### src/design/tfoc_pkg.sv
package tfoc_pkg;

  localparam int DATA_W        = 8;
  localparam int PC_W          = 8;
  localparam int PROG_DEPTH    = 256;
  localparam int NUM_REGS      = 4;
  localparam int PORT_IDX_W    = 3;
  localparam int NUM_PORTS_DEF = 8;

  typedef enum logic [1:0] {
    REQ_LOAD     = 2'd0,
    REQ_SET_IN   = 2'd1,
    REQ_READ_OUT = 2'd2,
    REQ_EXEC     = 2'd3
  } req_t;

  typedef enum logic [1:0] {
    OP_ADD  = 2'd0,
    OP_PORT = 2'd1,
    OP_LDI  = 2'd2,
    OP_BNE  = 2'd3
  } op_t;

  typedef struct packed {
    logic [1:0]        req_type;
    logic [DATA_W-1:0] target;
    logic [DATA_W-1:0] payload;
  } in_word_t;

  typedef struct packed {
    logic [PC_W-1:0]       pc_now;
    logic [DATA_W-1:0]     reg_zero;
    logic [DATA_W-1:0]     reg_one;
    logic [DATA_W-1:0]     reg_two;
    logic [DATA_W-1:0]     reg_three;
    logic                  port_written;
    logic [PORT_IDX_W-1:0] port_index;
    logic [DATA_W-1:0]     port_value;
    logic [DATA_W-1:0]     read_value;
  } out_word_t;

  typedef struct packed {
    logic              fire;
    req_t              kind;
    logic [DATA_W-1:0] target;
    logic [DATA_W-1:0] payload;
  } exec_ctl_t;

endpackage

### src/design/tfoc_ram.sv
module tfoc_ram #(
  parameter int WIDTH = 8,
  parameter int DEPTH = 256,
  localparam int AW = $clog2(DEPTH)
) (
  input  logic             clk,
  input  logic             we,
  input  logic [AW-1:0]    waddr,
  input  logic [WIDTH-1:0] wdata,
  input  logic             re,
  input  logic [AW-1:0]    raddr,
  output logic [WIDTH-1:0] rdata
);

  logic [WIDTH-1:0] mem [DEPTH];
  logic [WIDTH-1:0] rdata_r;

  always_ff @(posedge clk) begin
    if (we) begin
      mem[waddr] <= wdata;
    end
    if (re) begin
      rdata_r <= mem[raddr];
    end
  end

  assign rdata = rdata_r;

endmodule

### src/design/tfoc_exec.sv
module tfoc_exec
  import tfoc_pkg::*;
#(
  parameter int NUM_PORTS = NUM_PORTS_DEF
) (
  input  logic              clk,
  input  logic              rst_n,
  input  exec_ctl_t         ctl,
  input  logic [DATA_W-1:0] instr,
  output logic [PC_W-1:0]   pc,
  output out_word_t         result
);

  logic [PC_W-1:0]   pc_r, pc_nxt;
  logic [DATA_W-1:0] rf_r [NUM_REGS];
  logic [DATA_W-1:0] rf_nxt [NUM_REGS];
  logic [DATA_W-1:0] in_port_r [NUM_PORTS];
  logic [DATA_W-1:0] in_port_nxt [NUM_PORTS];
  logic [DATA_W-1:0] out_port_r [NUM_PORTS];
  logic [DATA_W-1:0] out_port_nxt [NUM_PORTS];

  op_t                   op;
  logic [1:0]            rd, ra, rb;
  logic [PORT_IDX_W-1:0] pidx;
  logic [3:0]            off4;
  logic                  pidx_ok;
  logic [DATA_W-1:0]     in_sel;
  logic                  wr;
  logic [DATA_W-1:0]     rval;

  always_comb begin
    op   = op_t'(instr[7:6]);
    rd   = instr[5:4];
    ra   = instr[3:2];
    rb   = instr[1:0];
    pidx = instr[2:0];
    off4 = instr[5:2];

    pidx_ok = 1'b0;
    in_sel  = '0;
    for (int i = 0; i < NUM_PORTS; i++) begin
      if (pidx == PORT_IDX_W'(i)) begin
        pidx_ok = 1'b1;
        in_sel  = in_port_r[i];
      end
    end

    pc_nxt = pc_r;
    for (int i = 0; i < NUM_REGS; i++) begin
      rf_nxt[i] = rf_r[i];
    end
    for (int i = 0; i < NUM_PORTS; i++) begin
      in_port_nxt[i]  = in_port_r[i];
      out_port_nxt[i] = out_port_r[i];
    end
    wr   = 1'b0;
    rval = '0;

    case (ctl.kind)
      REQ_SET_IN: begin
        for (int i = 0; i < NUM_PORTS; i++) begin
          if (ctl.target == DATA_W'(i)) begin
            in_port_nxt[i] = ctl.payload;
          end
        end
      end
      REQ_READ_OUT: begin
        for (int i = 0; i < NUM_PORTS; i++) begin
          if (ctl.target == DATA_W'(i)) begin
            rval = out_port_r[i];
          end
        end
      end
      REQ_EXEC: begin
        pc_nxt = pc_r + PC_W'(1);
        case (op)
          OP_ADD: begin
            rf_nxt[rd] = rf_r[ra] + rf_r[rb];
          end
          OP_PORT: begin
            if (!instr[3]) begin
              rf_nxt[rd] = in_sel;
            end else if (pidx_ok) begin
              wr = 1'b1;
              for (int i = 0; i < NUM_PORTS; i++) begin
                if (pidx == PORT_IDX_W'(i)) begin
                  out_port_nxt[i] = rf_r[rd];
                end
              end
            end
          end
          OP_LDI: begin
            rf_nxt[rd] = DATA_W'({6'b0, rb}) << {ra, 1'b0};
          end
          OP_BNE: begin
            if (rf_r[0] != rf_r[rb]) begin
              pc_nxt = pc_r + PC_W'({{4{off4[3]}}, off4});
            end
          end
          default: begin
            pc_nxt = pc_r;
          end
        endcase
      end
      default: begin
        pc_nxt = pc_r;
      end
    endcase

    result.pc_now       = pc_nxt;
    result.reg_zero     = rf_nxt[0];
    result.reg_one      = rf_nxt[1];
    result.reg_two      = rf_nxt[2];
    result.reg_three    = rf_nxt[3];
    result.port_written = wr;
    result.port_index   = wr ? pidx : '0;
    result.port_value   = wr ? rf_r[rd] : '0;
    result.read_value   = rval;
  end

  always_ff @(posedge clk) begin
    if (!rst_n) begin
      pc_r <= '0;
      for (int i = 0; i < NUM_REGS; i++) begin
        rf_r[i] <= '0;
      end
      for (int i = 0; i < NUM_PORTS; i++) begin
        in_port_r[i]  <= '0;
        out_port_r[i] <= '0;
      end
    end else if (ctl.fire) begin
      pc_r <= pc_nxt;
      for (int i = 0; i < NUM_REGS; i++) begin
        rf_r[i] <= rf_nxt[i];
      end
      for (int i = 0; i < NUM_PORTS; i++) begin
        in_port_r[i]  <= in_port_nxt[i];
        out_port_r[i] <= out_port_nxt[i];
      end
    end
  end

  assign pc = pc_r;

endmodule

### src/design/tiny_four_op_cpu_core_top.sv
// channel | ports                          | word
// input   | in_valid, in_stall, in_data    | in_word_t: req_type, target, payload
// output  | out_valid, out_stall, out_data | out_word_t: pc, registers, port results
//
// one result word per input word; an input word goes through a fetch stage and an
// execute stage, then waits in the output register
// non-execute words are taken every cycle while out_stall is low; an execute word
// stalls input, since the next fetch address is the pc the execute stage leaves
// after reset a clearing pass zeroes every program memory word, in_stall held high
// out_stall holds the output register and, once the execute stage is full, the input
module tiny_four_op_cpu_core_top
  import tfoc_pkg::*;
#(
  parameter int NUM_PORTS = NUM_PORTS_DEF
) (
  input  logic      clk,
  input  logic      rst_n,
  input  logic      in_valid,
  output logic      in_stall,
  input  in_word_t  in_data,
  output logic      out_valid,
  input  logic      out_stall,
  output out_word_t out_data
);

  localparam logic [PC_W-1:0] PROG_LAST = PC_W'(PROG_DEPTH - 1);

  logic            clr_busy_r;
  logic [PC_W-1:0] clr_addr_r;
  logic            s1_v_r;
  in_word_t        s1_r;
  logic            out_v_r;
  out_word_t       out_r;

  logic              accept;
  logic              s1_adv;
  logic              s1_exec;
  logic              ram_we;
  logic [PC_W-1:0]   ram_waddr;
  logic [DATA_W-1:0] ram_wdata;
  logic              ram_re;
  logic [DATA_W-1:0] instr;
  logic [PC_W-1:0]   pc;
  exec_ctl_t         ctl;
  out_word_t         result;

  assign s1_exec  = s1_v_r && (s1_r.req_type == REQ_EXEC);
  assign s1_adv   = s1_v_r && (!out_v_r || !out_stall);
  assign in_stall = clr_busy_r || (s1_v_r && !s1_adv) || s1_exec;
  assign accept   = in_valid && !in_stall;

  assign ram_we    = clr_busy_r || (accept && (in_data.req_type == REQ_LOAD));
  assign ram_waddr = clr_busy_r ? clr_addr_r : in_data.target;
  assign ram_wdata = clr_busy_r ? '0 : in_data.payload;
  assign ram_re    = accept && (in_data.req_type == REQ_EXEC);

  tfoc_ram #(
    .WIDTH (DATA_W),
    .DEPTH (PROG_DEPTH)
  ) u_prog_mem (
    .clk   (clk),
    .we    (ram_we),
    .waddr (ram_waddr),
    .wdata (ram_wdata),
    .re    (ram_re),
    .raddr (pc),
    .rdata (instr)
  );

  always_comb begin
    ctl.fire    = s1_adv;
    ctl.kind    = req_t'(s1_r.req_type);
    ctl.target  = s1_r.target;
    ctl.payload = s1_r.payload;
  end

  tfoc_exec #(
    .NUM_PORTS (NUM_PORTS)
  ) u_exec (
    .clk    (clk),
    .rst_n  (rst_n),
    .ctl    (ctl),
    .instr  (instr),
    .pc     (pc),
    .result (result)
  );

  always_ff @(posedge clk) begin
    if (!rst_n) begin
      clr_busy_r <= 1'b1;
      clr_addr_r <= '0;
    end else if (clr_busy_r) begin
      clr_addr_r <= clr_addr_r + PC_W'(1);
      if (clr_addr_r == PROG_LAST) begin
        clr_busy_r <= 1'b0;
      end
    end
  end

  always_ff @(posedge clk) begin
    if (!rst_n) begin
      s1_v_r <= 1'b0;
    end else if (accept) begin
      s1_v_r <= 1'b1;
    end else if (s1_adv) begin
      s1_v_r <= 1'b0;
    end
  end

  always_ff @(posedge clk) begin
    if (accept) begin
      s1_r <= in_data;
    end
  end

  always_ff @(posedge clk) begin
    if (!rst_n) begin
      out_v_r <= 1'b0;
    end else if (s1_adv) begin
      out_v_r <= 1'b1;
    end else if (!out_stall) begin
      out_v_r <= 1'b0;
    end
  end

  always_ff @(posedge clk) begin
    if (s1_adv) begin
      out_r <= result;
    end
  end

  assign out_valid = out_v_r;
  assign out_data  = out_r;

`ifndef SYNTHESIS
  a_clear_blocks_input: assert property (@(posedge clk) disable iff (!rst_n)
    clr_busy_r |-> in_stall && !ram_re)
    else $error("word accepted during memory clearing pass");

  a_no_fetch_behind_exec: assert property (@(posedge clk) disable iff (!rst_n)
    s1_exec |-> !ram_re)
    else $error("fetch issued while execute stage holds an instruction");

  a_s1_holds: assert property (@(posedge clk) disable iff (!rst_n)
    (s1_v_r && !s1_adv) |=> s1_v_r && $stable(s1_r))
    else $error("execute stage lost its word while blocked");

  a_adv_fills_out: assert property (@(posedge clk) disable iff (!rst_n)
    s1_adv |=> out_v_r)
    else $error("result word dropped on its way to the output register");
`endif

endmodule
### config.mk
export PLATFORM = sky130hd
export DESIGN_NAME = tiny_four_op_cpu_core_top
export DESIGN_NICKNAME = d
export VERILOG_FILES = /design/src/design/tfoc_pkg.sv /design/src/design/tfoc_ram.sv /design/src/design/tfoc_exec.sv /design/src/design/tiny_four_op_cpu_core_top.sv
export SDC_FILE = /design/constraint.sdc
export NUM_CORES = 2
export LEC_CHECK = 0
export BUFFER_PORTS_ARGS = -buffer_cell sky130_fd_sc_hd__clkbuf_2
export CELL_PAD_IN_SITES_DETAIL_PLACEMENT = 1
export CELL_PAD_IN_SITES_GLOBAL_PLACEMENT = 1
export CORE_MARGIN = 4
export CORE_UTILIZATION = 40
export CTS_BUF_LIST = sky130_fd_sc_hd__clkbuf_4 sky130_fd_sc_hd__clkbuf_8
export DETAILED_ROUTE_END_ITERATION = 7
export PLACE_DENSITY = 0.63
export SETUP_SLACK_MARGIN = 0.4
export SYNTH_ARGS = -nofsm -noshare
export SYNTH_HDL_FRONTEND = slang
export SYNTH_HIERARCHICAL = 1
export SYNTH_SLANG_ARGS = --single-unit
### constraint.sdc
create_clock -name clk -period 20.6 [get_ports clk]
set_input_delay 2.06 -clock clk [delete_from_list [all_inputs] [get_ports clk]]
set_output_delay 2.06 -clock clk [all_outputs]
set_load 0.01 [all_outputs]
==> out/results.tsv <==
stage	metric	value	unit
floorplanning	floorplan.initialDensity	40.2	%
yosys	yosysSeqAreaShare	75.0	%
sta	hold_violations	0	
sta	finalSetupTns	0	ns
detailed_routing	ant_nets	0	
final_layout	synthToLayoutAreaGrowth	11.7	%
grt	grt_max_degree	217	
job	cap_violations	0	
detailed_routing	drtPass1Iterations	6	
yosys	synthAdderAreaFrac	0.260	%
detailed_routing	vias	48564	
floorplanning	fp-row-count	176	
critical_path	arrival	6.77	ns
clock_tree	cts_made_buffers	391	
sta	drv_slew	0	
clock_tree	clk_path_buf_depth	4	
clock_tree	worstSkewPairLatency	1.05	ns
critical_path	cpLargestDelayFamily	buffers and inverters	
detailed_routing	vias_per_cell	5.82	
sta	finalCritPeriodShare	29.1	%
grt	grt_pass1_vias	50587	
yosys	synth_cell_types	84	
place	routabilityCongestion	0.800	
yosys	synthFlopType	edfxtp_1	
worst_hold_path	hp-class	flop to flop	
clock_tree	clock_sinks	2313	
yosys	synth_nets	4798	
sta	tightest_slew	1.34	ns
yosys	synth_top_family_by_area	multiplexers	
critical_path	crit_type	flop to flop	
final_layout	fin_util	44.9	%
floorplanning	core	0.230	sq mm
grt	grt.overflow.total	0	
clock_tree	ctsResizeCount	0	
final_layout	fin_nets	5078	
final_layout	drive_above_1_share	25.1	%
yosys	synthMuxAreaShare	14.0	%
critical_path	slowest_delay	0.90	ns
detailed_routing	drt_wl_total	251	mm
yosys	synth_top_area_cell	edfxtp_1	
sta	rsz0062_at_grt	no	
grt	grt_pass1_wl	364	mm
clock_tree	post_cts_buffers	0	
detailed_routing	drcViolationCount	0	
critical_path	cpMostUsedCell	buf_4	
detailed_routing	avgRoutedWirePerCell	30.1	um
clock_tree	cts_max_level	5	
final_layout	instances_no_fill	8351	
yosys	synthTopCellsByArea	edfxtp_1 75%, mux4_2 12%, mux2i_1 1.8%, nor2_1 1.3%, a22oi_1 1.1%	
sta	finalSetupViolations	0	
yosys	syn_area_per_cell	19.4	sq um
yosys	netlist.area_leader.share	74.6	%
pwr	power	9100	uW
detailed_routing	initialDrtViolationCount	4829	
sta	max_freq	0.167	GHz
clock_tree	clkTransAtPathRegs	0.06	ns
yosys	yosys_warnings	6	
sta	clock_skew	0.0774	ns
final_layout	fill_cells	21663	
floorplanning	die_h	489	um
yosys	synthCells	4758	
critical_path	start_kind	flop	
yosys	synth-simple-area-share	4.09	%
yosys	synth_top_cells_by_count	2,294 x edfxtp_1, 490 x mux4_2, 331 x nor2_1, 166 x mux2i_1, 152 x clkbuf_1	
grt	antenna_found_initial	14	
critical_path	crit_path_top_delay_cell	dfxtp_4	
floorplanning	io_pins	84	
grt	grt_usage	20.9	%
clock_tree	cts_tree	yes	
place	io_buffers	83	
floorplanning	die_w	489	um
sta	worst_slack	14.60	ns
yosys	syn_area	0.0924	sq mm
place	dp_slack	14.36	ns
pwr	total_leakage_power	0.0319	uW
yosys	synth_seq_cells	2313	
yosys	synth_edf_count	2294	
critical_path	cp_max_fo	47	
yosys	async_flop_share	0	%
yosys	synth_xor_area_share	0.284	%
critical_path	endpoint_kind	flop	
critical_path	required	21.37	ns
status	status	complete, no violations	
clock_tree	cts_root_buf	clkbuf_8	
yosys	synth.most_common_cell	edfxtp_1	
sta	slew_headroom	10.1	%
critical_path	path_buf_inv	4	
place	dp_cells	7671	
pwr	irDropWorstVdd	0.0584	mV
yosys	synth_compound_area_share	4.44	%
place	dp_hpwl	151	mm
clock_tree	cts_hold_buf	0	
floorplanning	dieArea	0.239	sq mm
sta	period_needed	6.00	ns
pwr	power_density	88.2	mW/mm^2
critical_path	cp_cell_sequence	buf_4, buf_4, buf_4, buf_4, mux4_2, a22oi_1, a21oi_1, nor4_1, nor4_1	
==> flip-flops by register name (all words and copies together) (netlist names) <==
register	cells
clr_addr_r	8
clr_busy_r	1
ctl	18
out_data	60
out_valid	1
s1_v_r	1
u_exec/in_port_r	64
u_exec/out_port_r	64
u_exec/pc	8
u_exec/rf_r	32
u_prog_mem/mem	2048
u_prog_mem/rdata	8
==> routing by layer <==
layer  routed length (um)  GRT usage, %
met4                 6980          6.41
met2               120000          33.2
met3                17900          3.84
met1               107000          29.6
met5                    0             0
==> cell type report <==
| cell class | instances | area (sq um) | area share, % |
|---|---|---|---|
| Sequential cell | 2313 | 69300 | 67.1 |
| Multi-Input combinational cell | 2128 | 21500 | 20.8 |
| Clock buffer | 522 | 6410 | 6.22 |
| Tap cell | 3026 | 3790 | 3.67 |
| Timing Repair Buffer | 189 | 1300 | 1.26 |
| Clock inverter | 153 | 840 | 0.814 |
| Inverter | 15 | 56.3 | 0.0546 |
| Antenna cell | 5 | 12.5 | 0.0121 |
==> cell usage in the layout (no fill, tap or decap), drive strengths merged, types with 6 or more instances in the layout <==
master,synthesis,routed
edfxtp,2294,2294
clkbuf,153,605
mux4,492,492
nor2,331,331
mux2i,167,167
a21oi,152,152
nand2,141,141
a22oi,140,140
clkinv,1,140
buf,149,106
o21ai,93,93
nor2b,80,80
nand3,58,58
o221ai,57,57
and2,44,44
o22ai,37,37
nor3,31,31
nor4,30,30
and3,23,23
a211oi,19,19
dfxtp,19,19
nand4,18,18
a221oi,17,17
ha,16,16
inv,14,16
xnor2,15,15
xor2,15,15
o211ai,15,15
nand2b,15,15
mux2,13,13
a22o,9,9
a31oi,9,9
a21boi,8,8
clkinvlp,0,6
bufinv,0,6
a21o,6,6
o22a,6,6
a2111oi,6,6
==> metrics by stage <==
stage	instance area (sq um)	hold WS, ns
floorplan	92400	0.467
global placement	95900	0.483
detailed placement	95900	0.503
CTS	103000	0.511
global route	103000	0.547
finish	103000	0.506
==> final timing paths <==
| kind | from | end | slack (ns) | cells after the start |
|---|---|---|---|---|
| worst max-delay path | u_exec/pc[0] | u_prog_mem/rdata[1] | 14.60 | 9 |
| worst min-delay path | clr_addr_r[6] | clr_addr_r[6] | 0.51 | 2 |
| worst max register to register | u_exec/pc[0] | u_prog_mem/rdata[1] | 14.60 | 9 |
| worst min register to register | clr_addr_r[6] | clr_addr_r[6] | 0.51 | 2 |
==> cell families after synthesis <==
logic type               count (synthesis)
XOR/XNOR                                30
AO/OA/AOI/OAI                          609
buffers and inverters                  317
multiplexers                           672
flip-flops                            2313
AND/OR/NAND/NOR                        799
adder cells (fa/ha/maj)                 18
==> power by group <==
group | leakage [uW] | total, uW | internal (uW) | switching, uW
Combinational | 0.00646 | 88.6 | 24.5 | 64.0
Sequential | 0.0215 | 5130 | 5120 | 8.86
Clock | 0.00387 | 3890 | 2090 | 1800
==> worst min-delay path, stage by stage, from the launching register on <==
cell and delay, ns:
dfxtp_1 0.32, o21ai_0 0.08, a21boi_1 0.06
Note: power is estimated with default switching activity, not from simulation.
